`config.mk`:
```
export PLATFORM = sky130hd
export DESIGN_NAME = utf8_to_utf16_transcoder_unit
export DESIGN_NICKNAME = d
export VERILOG_FILES = /design/src/hw/rtl/u8u16_pkg.sv /design/src/hw/rtl/u8u16_front.sv /design/src/hw/rtl/u8u16_queue.sv /design/src/hw/rtl/u8u16_back.sv /design/src/hw/rtl/utf8_to_utf16_transcoder_unit.sv
export SDC_FILE = /design/constraint.sdc
export NUM_CORES = 1
export LEC_CHECK = 0
export BUFFER_PORTS_ARGS = -buffer_cell sky130_fd_sc_hd__buf_2
export CORE_ASPECT_RATIO = 1.1
export CORE_UTILIZATION = 65
export CTS_CLUSTER_SIZE = 12
export DETAILED_ROUTE_END_ITERATION = 6
export GPL_TIMING_DRIVEN = 0
export PLACE_DENSITY = 0.91
export SLEW_MARGIN = 20
export SYNTH_ARGS = -nofsm -noshare
export SYNTH_HDL_FRONTEND = slang
export SYNTH_HIERARCHICAL = 1
export SYNTH_SLANG_ARGS = --single-unit
```
`constraint.sdc`:
```
create_clock -name i_clk -period 7.1 [get_ports i_clk]
set_input_delay 1.065 -clock i_clk [delete_from_list [all_inputs] [get_ports i_clk]]
set_output_delay 1.065 -clock i_clk [all_outputs]
set_load 0.005 [all_outputs]
```
`src/hw/rtl/u8u16_pkg.sv`:
```
// ----------------------------------------------------------------------------
// u8u16_pkg
// Shared types and constants for the UTF-8 to UTF-16 transcoder.
// ----------------------------------------------------------------------------
package u8u16_pkg;

    // Decoded code point width (up to 21 bits after four bytes)
    localparam int unsigned CP_W       = 21;
    localparam int unsigned UNIT_W     = 16;

    // Queue between decoder and unit emitter
    localparam int unsigned QUEUE_DEPTH = 4;
    localparam int unsigned QUEUE_AW    = $clog2(QUEUE_DEPTH);

    // Sequence lengths
    localparam logic [2:0] LEN_NONE = 3'd0;
    localparam logic [2:0] LEN_1    = 3'd1;
    localparam logic [2:0] LEN_2    = 3'd2;
    localparam logic [2:0] LEN_3    = 3'd3;
    localparam logic [2:0] LEN_4    = 3'd4;

    // Code point limits
    localparam logic [CP_W-1:0] MIN_LEN2   = 21'h000080;
    localparam logic [CP_W-1:0] MIN_LEN3   = 21'h000800;
    localparam logic [CP_W-1:0] MIN_LEN4   = 21'h010000;
    localparam logic [CP_W-1:0] SURR_FIRST = 21'h00D800;
    localparam logic [CP_W-1:0] SURR_LAST  = 21'h00DFFF;
    localparam logic [CP_W-1:0] CP_MAX     = 21'h10FFFF;
    localparam logic [CP_W-1:0] SUPP_BASE  = 21'h010000;

    // Surrogate prefixes
    localparam logic [5:0] HI_SURR_PREFIX = 6'b110110;  // 0xD800
    localparam logic [5:0] LO_SURR_PREFIX = 6'b110111;  // 0xDC00

    // One decoded event from the front end
    typedef struct packed {
        logic            is_err;  // string failed: emit the single error result
        logic [CP_W-1:0] point;   // validated code point
        logic            eos;     // event caused by the final byte
    } t_unit_req;

endpackage

```
`src/hw/rtl/u8u16_front.sv`:
```
// ----------------------------------------------------------------------------
// u8u16_front
// Byte decoder: collects lead and continuation bytes, checks the finished
// code point and pushes one event per completed point or failed string.
// ----------------------------------------------------------------------------
module u8u16_front
    import u8u16_pkg::*;
(
    input  logic      i_clk,
    input  logic      i_rst_n,
    input  logic      i_accept,
    input  logic [7:0] i_data_byte,
    input  logic      i_end_of_string,
    output logic      o_push,
    output t_unit_req o_req
);

    logic [CP_W-1:0] r_partial, n_partial;
    logic [1:0]      r_remaining, n_remaining;
    logic [2:0]      r_seq_len, n_seq_len;
    logic            r_failed, n_failed;

    logic            complete;
    logic            fail;
    logic            bad_point;
    logic [CP_W-1:0] cp_done;
    logic [CP_W-1:0] cp_next;
    logic [2:0]      len_done;

    // Decode one byte and classify the outcome
    always_comb begin
        n_partial   = r_partial;
        n_remaining = r_remaining;
        n_seq_len   = r_seq_len;
        n_failed    = r_failed;
        o_push      = 1'b0;
        o_req       = '{is_err: 1'b0, point: '0, eos: i_end_of_string};
        complete    = 1'b0;
        fail        = 1'b0;
        bad_point   = 1'b0;
        cp_done     = '0;
        len_done    = r_seq_len;
        cp_next     = {r_partial[CP_W-7:0], i_data_byte[5:0]};

        if (i_accept) begin
            if (r_failed) begin
                // drop bytes until the end mark
                if (i_end_of_string) begin
                    o_push       = 1'b1;
                    o_req.is_err = 1'b1;
                    n_failed     = 1'b0;
                end
            end else if (r_remaining == 2'd0) begin
                if (i_data_byte inside {[8'h00:8'h7F]}) begin
                    complete = 1'b1;
                    cp_done  = {{(CP_W-8){1'b0}}, i_data_byte};
                    len_done = LEN_1;
                end else if (i_data_byte inside {[8'hC0:8'hDF]}) begin
                    n_partial   = {{(CP_W-5){1'b0}}, i_data_byte[4:0]};
                    n_remaining = 2'd1;
                    n_seq_len   = LEN_2;
                    fail        = i_end_of_string;
                end else if (i_data_byte inside {[8'hE0:8'hEF]}) begin
                    n_partial   = {{(CP_W-4){1'b0}}, i_data_byte[3:0]};
                    n_remaining = 2'd2;
                    n_seq_len   = LEN_3;
                    fail        = i_end_of_string;
                end else if (i_data_byte inside {[8'hF0:8'hF7]}) begin
                    n_partial   = {{(CP_W-3){1'b0}}, i_data_byte[2:0]};
                    n_remaining = 2'd3;
                    n_seq_len   = LEN_4;
                    fail        = i_end_of_string;
                end else begin
                    fail = 1'b1;  // stray continuation or 0xF8 and up
                end
            end else begin
                if (i_data_byte[7:6] != 2'b10) begin
                    fail = 1'b1;
                end else begin
                    n_partial   = cp_next;
                    n_remaining = r_remaining - 2'd1;
                    if (r_remaining == 2'd1) begin
                        complete = 1'b1;
                        cp_done  = cp_next;
                    end else begin
                        fail = i_end_of_string;  // truncated
                    end
                end
            end

            // check a finished code point
            if (complete) begin
                bad_point = ((len_done == LEN_2) && (cp_done < MIN_LEN2)) ||
                            ((len_done == LEN_3) && (cp_done < MIN_LEN3)) ||
                            ((len_done == LEN_4) && (cp_done < MIN_LEN4)) ||
                            ((cp_done >= SURR_FIRST) && (cp_done <= SURR_LAST)) ||
                            (cp_done > CP_MAX);
                if (bad_point) begin
                    fail = 1'b1;
                end else begin
                    o_push      = 1'b1;
                    o_req.point = cp_done;
                    n_partial   = '0;
                    n_remaining = 2'd0;
                    n_seq_len   = LEN_NONE;
                end
            end

            // record an error; report it now at the end mark
            if (fail) begin
                n_partial   = '0;
                n_remaining = 2'd0;
                n_seq_len   = LEN_NONE;
                if (i_end_of_string) begin
                    o_push       = 1'b1;
                    o_req.is_err = 1'b1;
                    o_req.point  = '0;
                    n_failed     = 1'b0;
                end else begin
                    n_failed = 1'b1;
                end
            end
        end
    end

    // Decoder state
    always_ff @(posedge i_clk) begin
        if (!i_rst_n) begin
            r_partial   <= '0;
            r_remaining <= 2'd0;
            r_seq_len   <= LEN_NONE;
            r_failed    <= 1'b0;
        end else begin
            r_partial   <= n_partial;
            r_remaining <= n_remaining;
            r_seq_len   <= n_seq_len;
            r_failed    <= n_failed;
        end
    end

endmodule

```
`src/hw/rtl/u8u16_queue.sv`:
```
// ----------------------------------------------------------------------------
// u8u16_queue
// Short FIFO of decoded events between the decoder and the unit emitter.
// The head entry is visible without a read request.
// ----------------------------------------------------------------------------
module u8u16_queue
    import u8u16_pkg::*;
(
    input  logic      i_clk,
    input  logic      i_rst_n,
    input  logic      i_push,
    input  t_unit_req i_push_req,
    input  logic      i_pop,
    output logic      o_full,
    output logic      o_empty,
    output t_unit_req o_head
);

    t_unit_req             r_mem [QUEUE_DEPTH];
    logic [QUEUE_AW-1:0]   r_wr_ptr;
    logic [QUEUE_AW-1:0]   r_rd_ptr;
    logic [QUEUE_AW:0]     r_count;

    logic do_push;
    logic do_pop;

    assign o_full  = (r_count == QUEUE_DEPTH[QUEUE_AW:0]);
    assign o_empty = (r_count == '0);
    assign o_head  = r_mem[r_rd_ptr];
    assign do_push = i_push && !o_full;
    assign do_pop  = i_pop && !o_empty;

    // Storage
    always_ff @(posedge i_clk) begin
        if (do_push) begin
            r_mem[r_wr_ptr] <= i_push_req;
        end
    end

    // Pointers and fill count
    always_ff @(posedge i_clk) begin
        if (!i_rst_n) begin
            r_wr_ptr <= '0;
            r_rd_ptr <= '0;
            r_count  <= '0;
        end else begin
            if (do_push) begin
                r_wr_ptr <= r_wr_ptr + 1'b1;
            end
            if (do_pop) begin
                r_rd_ptr <= r_rd_ptr + 1'b1;
            end
            case ({do_push, do_pop})
                2'b10:   r_count <= r_count + 1'b1;
                2'b01:   r_count <= r_count - 1'b1;
                default: r_count <= r_count;
            endcase
        end
    end

endmodule

```
`src/hw/rtl/u8u16_back.sv`:
```
// ----------------------------------------------------------------------------
// u8u16_back
// Unit emitter: turns each queued event into one UTF-16 unit, a surrogate
// pair over two transfers, or the error result, through an output register.
// ----------------------------------------------------------------------------
module u8u16_back
    import u8u16_pkg::*;
(
    input  logic              i_clk,
    input  logic              i_rst_n,
    input  logic              i_empty,
    input  t_unit_req         i_head,
    output logic              o_pop,
    output logic              o_out_valid,
    input  logic              i_out_stall,
    output logic [UNIT_W-1:0] o_code_unit,
    output logic              o_error,
    output logic              o_string_end
);

    logic              r_valid, n_valid;
    logic              r_phase, n_phase;     // 1: high surrogate already sent
    logic [UNIT_W-1:0] r_unit, n_unit;
    logic              r_err, n_err;
    logic              r_end, n_end;

    logic              load;
    logic              is_pair;
    logic [CP_W-1:0]   supp_off;

    assign load     = !r_valid || !i_out_stall;
    assign is_pair  = (i_head.point[CP_W-1:UNIT_W] != '0);
    assign supp_off = i_head.point - SUPP_BASE;

    // Select the next unit from the head event
    always_comb begin
        n_valid = r_valid;
        n_phase = r_phase;
        n_unit  = r_unit;
        n_err   = r_err;
        n_end   = r_end;
        o_pop   = 1'b0;

        if (load) begin
            n_valid = !i_empty;
            if (!i_empty) begin
                if (i_head.is_err) begin
                    n_unit = '0;
                    n_err  = 1'b1;
                    n_end  = 1'b1;
                    o_pop  = 1'b1;
                end else if (is_pair && !r_phase) begin
                    n_unit  = {HI_SURR_PREFIX, supp_off[19:10]};
                    n_err   = 1'b0;
                    n_end   = 1'b0;
                    n_phase = 1'b1;
                end else if (is_pair) begin
                    n_unit  = {LO_SURR_PREFIX, supp_off[9:0]};
                    n_err   = 1'b0;
                    n_end   = i_head.eos;
                    n_phase = 1'b0;
                    o_pop   = 1'b1;
                end else begin
                    n_unit = i_head.point[UNIT_W-1:0];
                    n_err  = 1'b0;
                    n_end  = i_head.eos;
                    o_pop  = 1'b1;
                end
            end
        end
    end

    // Output register and pair phase
    always_ff @(posedge i_clk) begin
        if (!i_rst_n) begin
            r_valid <= 1'b0;
            r_phase <= 1'b0;
        end else begin
            r_valid <= n_valid;
            r_phase <= n_phase;
        end
        r_unit <= n_unit;
        r_err  <= n_err;
        r_end  <= n_end;
    end

    assign o_out_valid  = r_valid;
    assign o_code_unit  = r_unit;
    assign o_error      = r_err;
    assign o_string_end = r_end;

endmodule

```
`src/hw/rtl/utf8_to_utf16_transcoder_unit.sv`:
```
// ----------------------------------------------------------------------------
// utf8_to_utf16_transcoder_unit
// Path: each result goes through the event queue and the output register.
// Throughput: one byte per cycle in unless the queue is full; one result
// per cycle out unless stalled; the 4-entry queue absorbs surrogate pairs.
// Reset: synchronous active-low i_rst_n clears decoder, queue and o_out_valid.
// Top level: decoder, event queue and unit emitter.
// ----------------------------------------------------------------------------
module utf8_to_utf16_transcoder_unit
    import u8u16_pkg::*;
(
    input  logic              i_clk,
    input  logic              i_rst_n,
    input  logic              i_in_valid,
    output logic              o_in_stall,
    input  logic [7:0]        i_data_byte,
    input  logic              i_end_of_string,
    output logic              o_out_valid,
    input  logic              i_out_stall,
    output logic [UNIT_W-1:0] o_code_unit,
    output logic              o_error,
    output logic              o_string_end
);

    logic      accept;
    logic      push;
    t_unit_req push_req;
    logic      pop;
    logic      q_full;
    logic      q_empty;
    t_unit_req q_head;

    // Input transfer when the queue has room
    assign o_in_stall = q_full;
    assign accept     = i_in_valid && !q_full;

    u8u16_front u_front (
        .i_clk           (i_clk),
        .i_rst_n         (i_rst_n),
        .i_accept        (accept),
        .i_data_byte     (i_data_byte),
        .i_end_of_string (i_end_of_string),
        .o_push          (push),
        .o_req           (push_req)
    );

    u8u16_queue u_queue (
        .i_clk      (i_clk),
        .i_rst_n    (i_rst_n),
        .i_push     (push),
        .i_push_req (push_req),
        .i_pop      (pop),
        .o_full     (q_full),
        .o_empty    (q_empty),
        .o_head     (q_head)
    );

    u8u16_back u_back (
        .i_clk        (i_clk),
        .i_rst_n      (i_rst_n),
        .i_empty      (q_empty),
        .i_head       (q_head),
        .o_pop        (pop),
        .o_out_valid  (o_out_valid),
        .i_out_stall  (i_out_stall),
        .o_code_unit  (o_code_unit),
        .o_error      (o_error),
        .o_string_end (o_string_end)
    );

endmodule

```
==> results of run 1 <==
routing by layer:
layer  vias to the layer above  track usage [%]  share of wire (%)
met5                         -                0                  0
met4                         0             12.8                3.1
met3                        35             7.71                7.0
met2                       242             54.0                 53
met1                      2082             39.5                 37
li1                       1813                -                  -
sequential cells by signal (all words and copies together) (netlist names), named ones only:
name	flops
u_front/r_partial	15
u_back/o_error	1
u_front/r_remaining	2
u_back/o_string_end	1
u_front/r_failed	1
u_queue/r_wr_ptr	2
u_queue/r_mem	92
u_queue/r_rd_ptr	2
u_front/r_seq_len	3
u_back/r_phase	1
u_back/o_out_valid	1
u_queue/r_count	3
u_back/o_code_unit	16
worst paths after layout:
| path | to | startpoint | cells past startpoint | slack (ns) |
|---|---|---|---|---|
| worst min-delay path | u_front/r_seq_len[1]$_SDFFE_PN0P_ | u_front/r_seq_len[1]$_SDFFE_PN0P_ | 2 | 0.51 |
| worst min register to register | u_front/r_seq_len[1]$_SDFFE_PN0P_ | u_front/r_seq_len[1]$_SDFFE_PN0P_ | 2 | 0.51 |
| worst max-delay path | u_queue/r_count[2]$_SDFFE_PN0P_ | flip-flop | 15 | 2.27 |
| worst max register to register | u_queue/r_count[2]$_SDFFE_PN0P_ | flip-flop | 15 | 2.27 |
Yosys cell counts, drive strengths merged (2+ instances only):
master / instances
a31o: 2
and3: 7
a31oi: 2
a21boi: 9
o211ai: 2
and4: 7
nand4: 3
ha: 9
buf: 15
and2: 19
nand2b: 4
a21oi: 19
mux4: 23
or3: 3
nor3: 5
a211oi: 5
nor3b: 4
nand3: 8
edfxtp: 110
o2111ai: 3
dfxtp: 32
nor2b: 7
a22oi: 11
nor4: 3
o21ai: 26
nor2: 33
o22ai: 2
nand2: 27
xnor2: 3
clkbuf: 10
inv: 17
mux2i: 5
metrics by stage:
step / cells / hold slack [ns]
2_1_floorplan: 449 / 0.452
3_3_place_gp: 596 / 0.463
3_5_place_dp: 597 / 0.487
4_1_cts: 629 / 0.501
5_1_grt: 629 / 0.540
6_report: 629 / 0.507
logic make-up after synthesis:
kind of cell / synth area share [%]
AOI/OAI and AO/OA: 9.31
xor gates and xnor gates: 0.563
adders and majority gates: 2.13
buffers and inverters: 3.48
DFF: 63.4
muxes: 9.13
and+or+nand+nor: 12.0
power by group through the flow:
| stage | clock (mW) | sequential [mW] | combinational, mW |
|---|---|---|---|
| after floorplan | 0 | 1.11 | 0.343 |
| after global placement | 0 | 1.10 | 0.490 |
| after detailed placement | 0 | 1.12 | 0.533 |
| after CTS | 0.895 | 1.10 | 0.547 |
| after global routing | 0.934 | 1.11 | 0.597 |
| final | 0.892 | 1.10 | 0.552 |
critical path, delay by kind of cell, from the launching register on:
kind | cells | cell delay [ns]
flip-flops | 1 | 0.35
AO/OA/AOI/OAI | 2 | 0.71
AND/OR/NAND/NOR | 4 | 1.64
buffers and inverters | 4 | 0.51
XOR/XNOR | 1 | 0.16
multiplexers | 1 | 0.52
adder cells (fa/ha/maj) | 3 | 0.85
layout make-up:
| cell class | count | area, µm² |
|---|---|---|
| Clock buffer | 19 | 422 |
| Inverter | 17 | 63.8 |
| Clock inverter | 13 | 174 |
| Fill cell | 496 | 2170 |
| Sequential cell | 142 | 3940 |
| Buffer | 25 | 153 |
| Timing Repair Buffer | 31 | 161 |
| Tap cell | 117 | 146 |
| Multi-Input combinational cell | 265 | 2070 |
==> impl_metrics.csv, run 1 <==
group,metric,value,unit
outcome,status,"completed",
pwr,power_switching,703,µW
pwr,p_per_area,357,nW/µm²
clock_tree,path_clk_slew,0.06,ns
route,firstDrtPassIters,5,
timing,skew,0.00911,ns
floorplan,die_h,105,µm
worst_setup_path,end_kind,"flip-flop",
clock_tree,holdBufCountCts,0,
place,gp_congestion,0.903,
pwr,clkPwrFrac,35.0,%
clock_tree,cts-buffers-inserted,17,
route,vias_per_cell,6.63,
global_routing,track_usage,32.1,%
clock_tree,cts-root-buf,"clkbuf_8",
worst_setup_path,max_stage_delay,0.74,ns
clock_tree,cts.sinks,142,
clock_tree,clockBufferDepth,2,
clock_tree,cts_setup_buffers,0,
yosys,synth_nets,472,
timing,post-route-min-period,4.83,ns
timing,worstMarginPinSlew,0.889,ns
floorplan,start_util,66.9,%
global_routing,grt_pass1_wl,22.7,mm
yosys,ys_types,62,
route,drc,0,
yosys,syn_inst,449,
pwr,power,2.55,mW
layout,final_cell_mix,"edfxtp_1, buf_2, nor2_1, dfxtp_1, nand2_1",
yosys,synthArstFlopShare,0,%
route,wl_per_cell,23.4,µm
place,portBuffers,30,
job,cap_violations,0,
route,wl,14.7,mm
timing,finalSetupViolCount,0,
pwr,p_seq_share,43.3,%
worst_setup_path,worstPathCellList,"buf_6, buf_12, mux4_2, inv_1, ha_1, nor4b_1, nor2_1, a21boi_0, nor2b_1, ha_1, inv_1, fa_1, xor2_1, or3_1, a21boi_1",
place,hpwl,9.57,mm
pwr,p_leak,2.51,nW
timing,drv_slew,0,
route,vias,4172,
floorplan,die_w,95.3,µm
timing,fin_tns_setup,0,ns
timing,max_slew_margin,39.9,%
yosys,synth_area_leaders,"edfxtp_1, dfxtp_1, mux4_2",
timing,fmax,207,MHz
timing,fin_ws,2.27,ns
floorplan,io_pins,33,
worst_setup_path,worstPathArrival,5.28,ns
yosys,ys.warnings.count,6,
pwr,swShare,27.6,%
pwr,pwr-share-comb,21.7,%
floorplan,dieArea,9970,µm²
layout,drive_above_1_share,22.5,%
clock_tree,h-tree-depth,4,
pwr,ir_worst_vdd,171,µV
clock_tree,ctsResizeCount,0,
place,place_area,6530,µm²
yosys,synth-main-ff-cell,"edfxtp_1",
layout,nNetsFinal,522,
worst_setup_path,crit_required,7.55,ns
yosys,ys_seq_area_share,63.4,%
global_routing,grt_pass1_vias,4097,
yosys,postSynthAreaPerCell,13.9,µm²
route,drt_iter0_drc,367,
yosys,synth_area,6220,µm²
yosys,ys_seq_elements,142,
timing,rsz0062_at_grt,"false",
layout,final_area,7130,µm²
layout,final_common_cell,"edfxtp_1",
place,place_ws,2.65,ns
timing,period_share,68.0,%
route,postRouteAntennaNets,0,
yosys,synth_area_leader_cell,"edfxtp_1",
layout,utilization,76.7,%
timing,final_hold_viol_count,0,
floorplan,core-area,9310,µm²
pwr,internal_power,1.84,mW
clock_tree,clock_latency,0.53,ns
hold_path,worstHoldPathType,"flip-flop to flip-flop",
worst_setup_path,start_kind,"flip-flop",
clock_tree,cts_tree,"yes",
worst_setup_path,critical_path_class,"flip-flop to flip-flop",
yosys,synth_top_area_share,53.1,%
global_routing,grt-ovfl-total,0,
layout,area_delta_synth_final,14.7,%
global_routing,grt_max_degree,24,
worst_setup_path,cpMaxStageDelayCell,"nor4b_1",
layout,diodes,0,
floorplan,rows,37,
worst_setup_path,path_max_fanout,10,
yosys,synth_edf_count,110,
global_routing,antenna_found_initial,0,
Note: power is estimated with default switching activity, not from simulation.
==> run 2: changes to the inputs <==
--- a/config.mk
+++ b/config.mk
@@ -7,11 +7,11 @@
 export LEC_CHECK = 0
 export BUFFER_PORTS_ARGS = -buffer_cell sky130_fd_sc_hd__buf_2
 export CORE_ASPECT_RATIO = 1.1
-export CORE_UTILIZATION = 65
+export CORE_UTILIZATION = 61
 export CTS_CLUSTER_SIZE = 12
 export DETAILED_ROUTE_END_ITERATION = 6
 export GPL_TIMING_DRIVEN = 0
-export PLACE_DENSITY = 0.91
+export PLACE_DENSITY = 0.87
 export SLEW_MARGIN = 20
 export SYNTH_ARGS = -nofsm -noshare
 export SYNTH_HDL_FRONTEND = slang
==> constraint.sdc (replaced) <==
create_clock -name i_clk -period 4.69 [get_ports i_clk]
set_input_delay 0.7035 -clock i_clk [delete_from_list [all_inputs] [get_ports i_clk]]
set_output_delay 0.7035 -clock i_clk [all_outputs]
set_load 0.005 [all_outputs]
==> run 2 against run 1 <==
- the flow now finishes with violations (design-rule violations)
- worst setup slack worse by 2.1 ns
- clock-buffer cell count did not move
- largest cell class unchanged
- critical endpoint unchanged
- total power increased by 50%
==> impl_metrics.csv, run 2 (same netlist as run 1, synthesis figures left out) <==
group,metric,value,unit
worst_setup_path,end_kind,"flip-flop",
layout,largest_register,"u_queue/r_mem",
route,wl,13.1,mm
route,vias,4020,
layout,instances_no_fill,632,
clock_tree,ctsResizeCount,0,
timing,fin_tns_setup,0,ns
layout,final_common_cell,"edfxtp_1",
layout,n_fill_cell,629,
layout,diodes,0,
worst_setup_path,crit_required,5.15,ns
layout,drive_above_1_share,23.0,%
worst_setup_path,worstPathCellList,"buf_6, buf_12, mux4_2, inv_1, ha_1, nor4b_1, nor2_1, a21boi_0, nor2b_1, ha_1, inv_1, fa_1, xor2_1, or3_1, a21boi_1",
pwr,power,3.81,mW
outcome,violations,"design-rule violations",
timing,max_slew_margin,41.3,%
timing,final_hold_viol_count,0,
layout,nNetsFinal,522,
clock_tree,clock_latency,0.53,ns
clock_tree,cts-root-buf,"clkbuf_8",
pwr,p_leak,2.50,nW
floorplan,core-area,9890,µm²
timing,skew,0.00938,ns
global_routing,grt-ovfl-total,0,
floorplan,start_util,62.9,%
timing,fmax,223,MHz
pwr,p_per_area,533,nW/µm²
layout,final_cell_mix,"edfxtp_1, buf_2, nor2_1, dfxtp_1, nand2_1",
worst_setup_path,worstPathArrival,4.94,ns
floorplan,io_pins,33,
timing,worstMarginPinSlew,0.874,ns
clock_tree,holdBufCountCts,0,
timing,finalSetupViolCount,0,
timing,post-route-min-period,4.48,ns
floorplan,rows,38,
clock_tree,cts_setup_buffers,0,
clock_tree,cts-buffers-inserted,17,
route,postRouteAntennaNets,0,
timing,hold_slack,0.477,ns
global_routing,grt.met2_usage,44.0,%
hold_path,worstHoldPathType,"input pin to flip-flop",
timing,period_share,95.6,%
timing,rsz0062_at_grt,"false",
clock_tree,h-tree-depth,4,
clock_tree,path_clk_slew,0.06,ns
floorplan,die_w,98.3,µm
global_routing,grt_max_degree,24,
outcome,status,"finished, violations left",
floorplan,die_h,108,µm
global_routing,antenna_found_initial,0,
place,portBuffers,30,
layout,largest_reg_flops,92,
place,place_ws,0.340,ns
layout,multiInputGateArea,2070,µm²
global_routing,top_usage_layer,"met2",
route,drc,4,
worst_setup_path,start_kind,"flip-flop",
route,vias_per_cell,6.36,
worst_setup_path,max_stage_delay,0.57,ns
route,wl_per_cell,20.6,µm
job,cap_violations,0,
timing,fin_ws,0.208,ns
place,gp_congestion,0.909,
worst_setup_path,cpMaxStageDelayCell,"nor4b_1",
clock_tree,cts_tree,"yes",
floorplan,dieArea,10600,µm²
route,drt_iter0_drc,381,
global_routing,track_usage,26.1,%
worst_setup_path,path_max_fanout,10,
pwr,ir_worst_vdd,259,µV
layout,area_delta_synth_final,14.9,%
timing,drv_slew,0,
global_routing,grt_pass1_vias,3973,
global_routing,met3_usage,7.53,%
layout,regArea,3940,µm²
clock_tree,cts.sinks,142,
place,post-place-cells,600,
clock_tree,clockBufferDepth,2,
worst_setup_path,critical_path_class,"flip-flop to flip-flop",
global_routing,grt_use_met1,31.3,%
place,hpwl,8.89,mm
global_routing,grt_pass1_wl,20.2,mm
route,firstDrtPassIters,7,
run 2: cell types whose count changed in the layout (fill, tap and decap cells not counted), sizes merged:
cell,previous run,this run
clkinv,8,4
clkinvlp,1,5
bufinv,4,3
inv,17,18
run 2: critical path, delay by kind of cell (launching register included):
family | cells | cell delay (ns)
adder cells (fa/ha/maj) | 3 | 0.83
buffers and inverters | 4 | 0.53
multiplexers | 1 | 0.53
XOR/XNOR | 1 | 0.17
AO/OA/AOI/OAI | 2 | 0.62
AND/OR/NAND/NOR | 4 | 1.37
flip-flops | 1 | 0.35
run 2: worst paths after layout:
path,slack (ns),startpoint,cells after the start,endpoint
worst min-delay path,0.48,i_data_byte[1],3,u_front/r_partial[1]$_SDFFE_PN0P_
worst max-delay path,0.21,flip-flop,15,u_queue/r_count[2]$_SDFFE_PN0P_
worst max register to register,0.21,flip-flop,15,u_queue/r_count[2]$_SDFFE_PN0P_
worst min register to register,0.49,u_front/r_seq_len[1]$_SDFFE_PN0P_,2,u_front/r_seq_len[1]$_SDFFE_PN0P_
run 2: area by class of cell:
type	count	share of cell area (%)
clock buffers	19	6.18
plain buffers	25	2.14
multi-input cells	265	29.0
repair buffers	31	2.26
flip-flops and latches	142	55.2
inverters	17	0.893
well taps	120	2.10
clock inverters	13	2.29
run 2: per-stage QoR:
step | area (µm²) | util [%]
floorplan | 6220 | -
global placement | 6520 | 66.0
detailed placement | 6540 | 66.2
CTS | 7150 | 72.3
global route | 7150 | 72.3
finish | 7150 | 72.3
run 2: report_power, final:
| group | total (mW) | switching (mW) | internal (mW) | leakage, nW |
|---|---|---|---|---|
| Clock | 1.34 | 0.506 | 0.839 | 0.282 |
| Combinational | 0.808 | 0.468 | 0.340 | 0.911 |
| Sequential | 1.65 | 0.0654 | 1.59 | 1.31 |
run 2: layer usage:
metal | vias up | share of wire [%]
met3 | 28 | 5.8
met5 | - | 0
met4 | 0 | 3.0
li1 | 1824 | -
met2 | 184 | 51
met1 | 1984 | 41
==> run 3: changes to the inputs <==
--- a/config.mk
+++ b/config.mk
@@ -15,5 +15,4 @@
 export SLEW_MARGIN = 20
 export SYNTH_ARGS = -nofsm -noshare
 export SYNTH_HDL_FRONTEND = slang
-export SYNTH_HIERARCHICAL = 1
 export SYNTH_SLANG_ARGS = --single-unit
==> run 3 against run 2 <==
- cell area decreased by 1.2%
- total power up 4.3%
- critical endpoint is now u_queue.r_count[2]$_SDFFE_PN0P_
- synthesized cell count fell by 2.7%
- clock power down 3%
- fmax increased by 24%
- critical path depth shrank 3
- core utilization fell by 0.49 points
- non-clock buffer count fell by 2
- critical path type unchanged
- the flow still finishes with violations (design-rule violations)
- via count is 5.4% lower
==> impl_metrics.csv, run 3 <==
group,metric,value,unit
pwr,swShare,30.5,%
layout,drive_above_1_share,22.6,%
yosys,ys.warnings.count,0,
clock_tree,clock_latency,0.53,ns
layout,largest_reg_flops,92,
yosys,synth_most_common_cell,"edfxtp_1",
yosys,postSynthAreaPerCell,14.0,µm²
layout,final_cell_mix,"edfxtp_1, buf_2, dfxtp_1, nand2_1, and2_1",
route,drt_iter0_drc,336,
global_routing,grt_max_degree,24,
worst_setup_path,end_kind,"flip-flop",
route,firstDrtPassIters,7,
clock_tree,h-tree-depth,4,
layout,largest_register,"u_queue.r_mem",
clock_tree,cts.sinks,142,
timing,period_share,77.2,%
yosys,synthArstFlopShare,0,%
route,wl,12.3,mm
clock_tree,cts-buffers-inserted,17,
global_routing,grt_pass1_wl,19.8,mm
pwr,p_leak,2.46,nW
floorplan,die_h,107,µm
timing,hold_slack,0.449,ns
outcome,violations,"design-rule violations",
layout,area_delta_synth_final,15.1,%
yosys,syn_inst,437,
global_routing,track_usage,25.7,%
floorplan,io_pins,33,
pwr,ir_worst_vdd,249,µV
clock_tree,holdBufCountCts,0,
clock_tree,cts-root-buf,"clkbuf_8",
hold_path,worstHoldPathType,"input pin to flip-flop",
timing,worstMarginPinSlew,0.800,ns
clock_tree,path_clk_slew,0.06,ns
yosys,ys_seq_area_share,64.2,%
yosys,synth_top_area_share,53.8,%
worst_setup_path,path_max_fanout,8,
pwr,pwr-share-comb,24.7,%
floorplan,dieArea,10500,µm²
worst_setup_path,crit_required,5.14,ns
route,wl_per_cell,19.9,µm
floorplan,core-area,9840,µm²
worst_setup_path,critical_path_class,"flip-flop to flip-flop",
timing,finalSetupViolCount,0,
layout,diodes,0,
route,vias_per_cell,6.15,
yosys,synth_area_leaders,"edfxtp_1, dfxtp_1, mux4_2",
floorplan,start_util,62.4,%
timing,fin_tns_setup,0,ns
timing,skew,0.00768,ns
place,portBuffers,29,
timing,fmax,276,MHz
pwr,internal_power,2.76,mW
yosys,synth_area,6140,µm²
layout,final_common_cell,"edfxtp_1",
yosys,synth_nets,459,
pwr,clkPwrFrac,32.7,%
floorplan,die_w,97.7,µm
yosys,synth_edf_count,110,
layout,nNetsFinal,508,
global_routing,grt_pass1_vias,3787,
pwr,power_switching,1.21,mW
yosys,ys_seq_elements,142,
global_routing,antenna_found_initial,0,
route,postRouteAntennaNets,0,
yosys,synth_top_cells_by_count,"edfxtp_1, dfxtp_1, nand2_1",
job,cap_violations,0,
global_routing,grt-ovfl-total,0,
route,vias,3804,
clock_tree,ctsResizeCount,0,
timing,max_slew_margin,46.6,%
worst_setup_path,worstPathArrival,4.07,ns
yosys,synth-main-ff-cell,"edfxtp_1",
clock_tree,cts_tree,"yes",
outcome,status,"finished, violations left",
timing,drv_slew,0,
timing,final_hold_viol_count,0,
pwr,p_seq_share,42.6,%
place,gp_congestion,0.896,
floorplan,rows,38,
yosys,synth_area_leader_cell,"edfxtp_1",
route,drc,11,
pwr,p_per_area,562,nW/µm²
yosys,ys_types,56,
clock_tree,cts_setup_buffers,0,
place,hpwl,8.18,mm
timing,post-route-min-period,3.62,ns
timing,rsz0062_at_grt,"false",
clock_tree,clockBufferDepth,2,
worst_setup_path,start_kind,"flip-flop",
==> run 3: worst paths after layout <==
check	start	to	slack, ns	cells past startpoint
min	i_out_stall	u_back.o_out_valid$_SDFFE_PN0N_	0.45	3
min reg2reg	u_back.o_out_valid$_SDFFE_PN0N_	u_back.o_out_valid$_SDFFE_PN0N_	0.49	2
max reg2reg	u_front.r_remaining[0]$_SDFFE_PN0P_	u_queue.r_count[2]$_SDFFE_PN0P_	1.07	12
max	u_front.r_remaining[0]$_SDFFE_PN0P_	u_queue.r_count[2]$_SDFFE_PN0P_	1.07	12
==> run 3: layer usage <==
layer  wire, µm  vias up  track usage [%]
met4        329        0             11.9
met1       5060     1866             31.4
met2       6160      162             43.3
met3        741       28             6.39
met5          0        -                0
li1           -     1748                -
==> run 3: worst max-delay path, cell delays in order, from the launching register on <==
cell and delay (ns):
dfxtp_1 0.41, inv_1 0.07, ha_1 0.23, nor4b_2 0.27, nand2_1 0.15, o221a_2 0.29, a211oi_2 0.65, a21oi_4 0.18
ha_1 0.29, fa_1 0.39, xnor2_1 0.14, or3_1 0.30, a21boi_0 0.17
==> run 3: kinds of logic after synthesis <==
| logic type | count (synthesis) | share of synthesized area (%) |
|---|---|---|
| mux | 27 | 9.09 |
| xor+xnor | 8 | 1.14 |
| buf+inv | 38 | 2.77 |
| fa+ha+maj | 9 | 1.96 |
| compound gates | 78 | 8.84 |
| simple gates | 135 | 12.0 |
| flops | 142 | 64.2 |
==> run 3: through the flow <==
stage	setup WS, ns	std cells	total power [mW]	utilization [%]	instance area [µm²]
2_1_floorplan	1.17	437	2.36	-	6140
4_1_cts	1.10	619	3.98	71.7	7060
3_3_place_gp	0.129	586	2.62	65.4	6430
6_report	1.07	619	3.97	71.8	7070
3_5_place_dp	0.896	587	2.69	65.8	6480
5_1_grt	0.882	619	4.14	71.8	7070
==> run 3: power by group through the flow <==
stage | clock network [mW] | registers [mW] | logic [mW]
5_1_grt | 1.36 | 1.71 | 1.07
2_1_floorplan | 0 | 1.72 | 0.649
3_5_place_dp | 0 | 1.72 | 0.971
6_report | 1.30 | 1.69 | 0.979
4_1_cts | 1.31 | 1.69 | 0.984
3_3_place_gp | 0 | 1.71 | 0.915
==> run 3: layout make-up <==
class	instances	area, µm²
sequential	142	3940
inverter	14	52.6
clock inverter	15	166
multi-input combinational	257	2060
tap	120	150
clock buffer	17	414
buffer	24	118
fill	602	2780
timing repair buffer	30	156
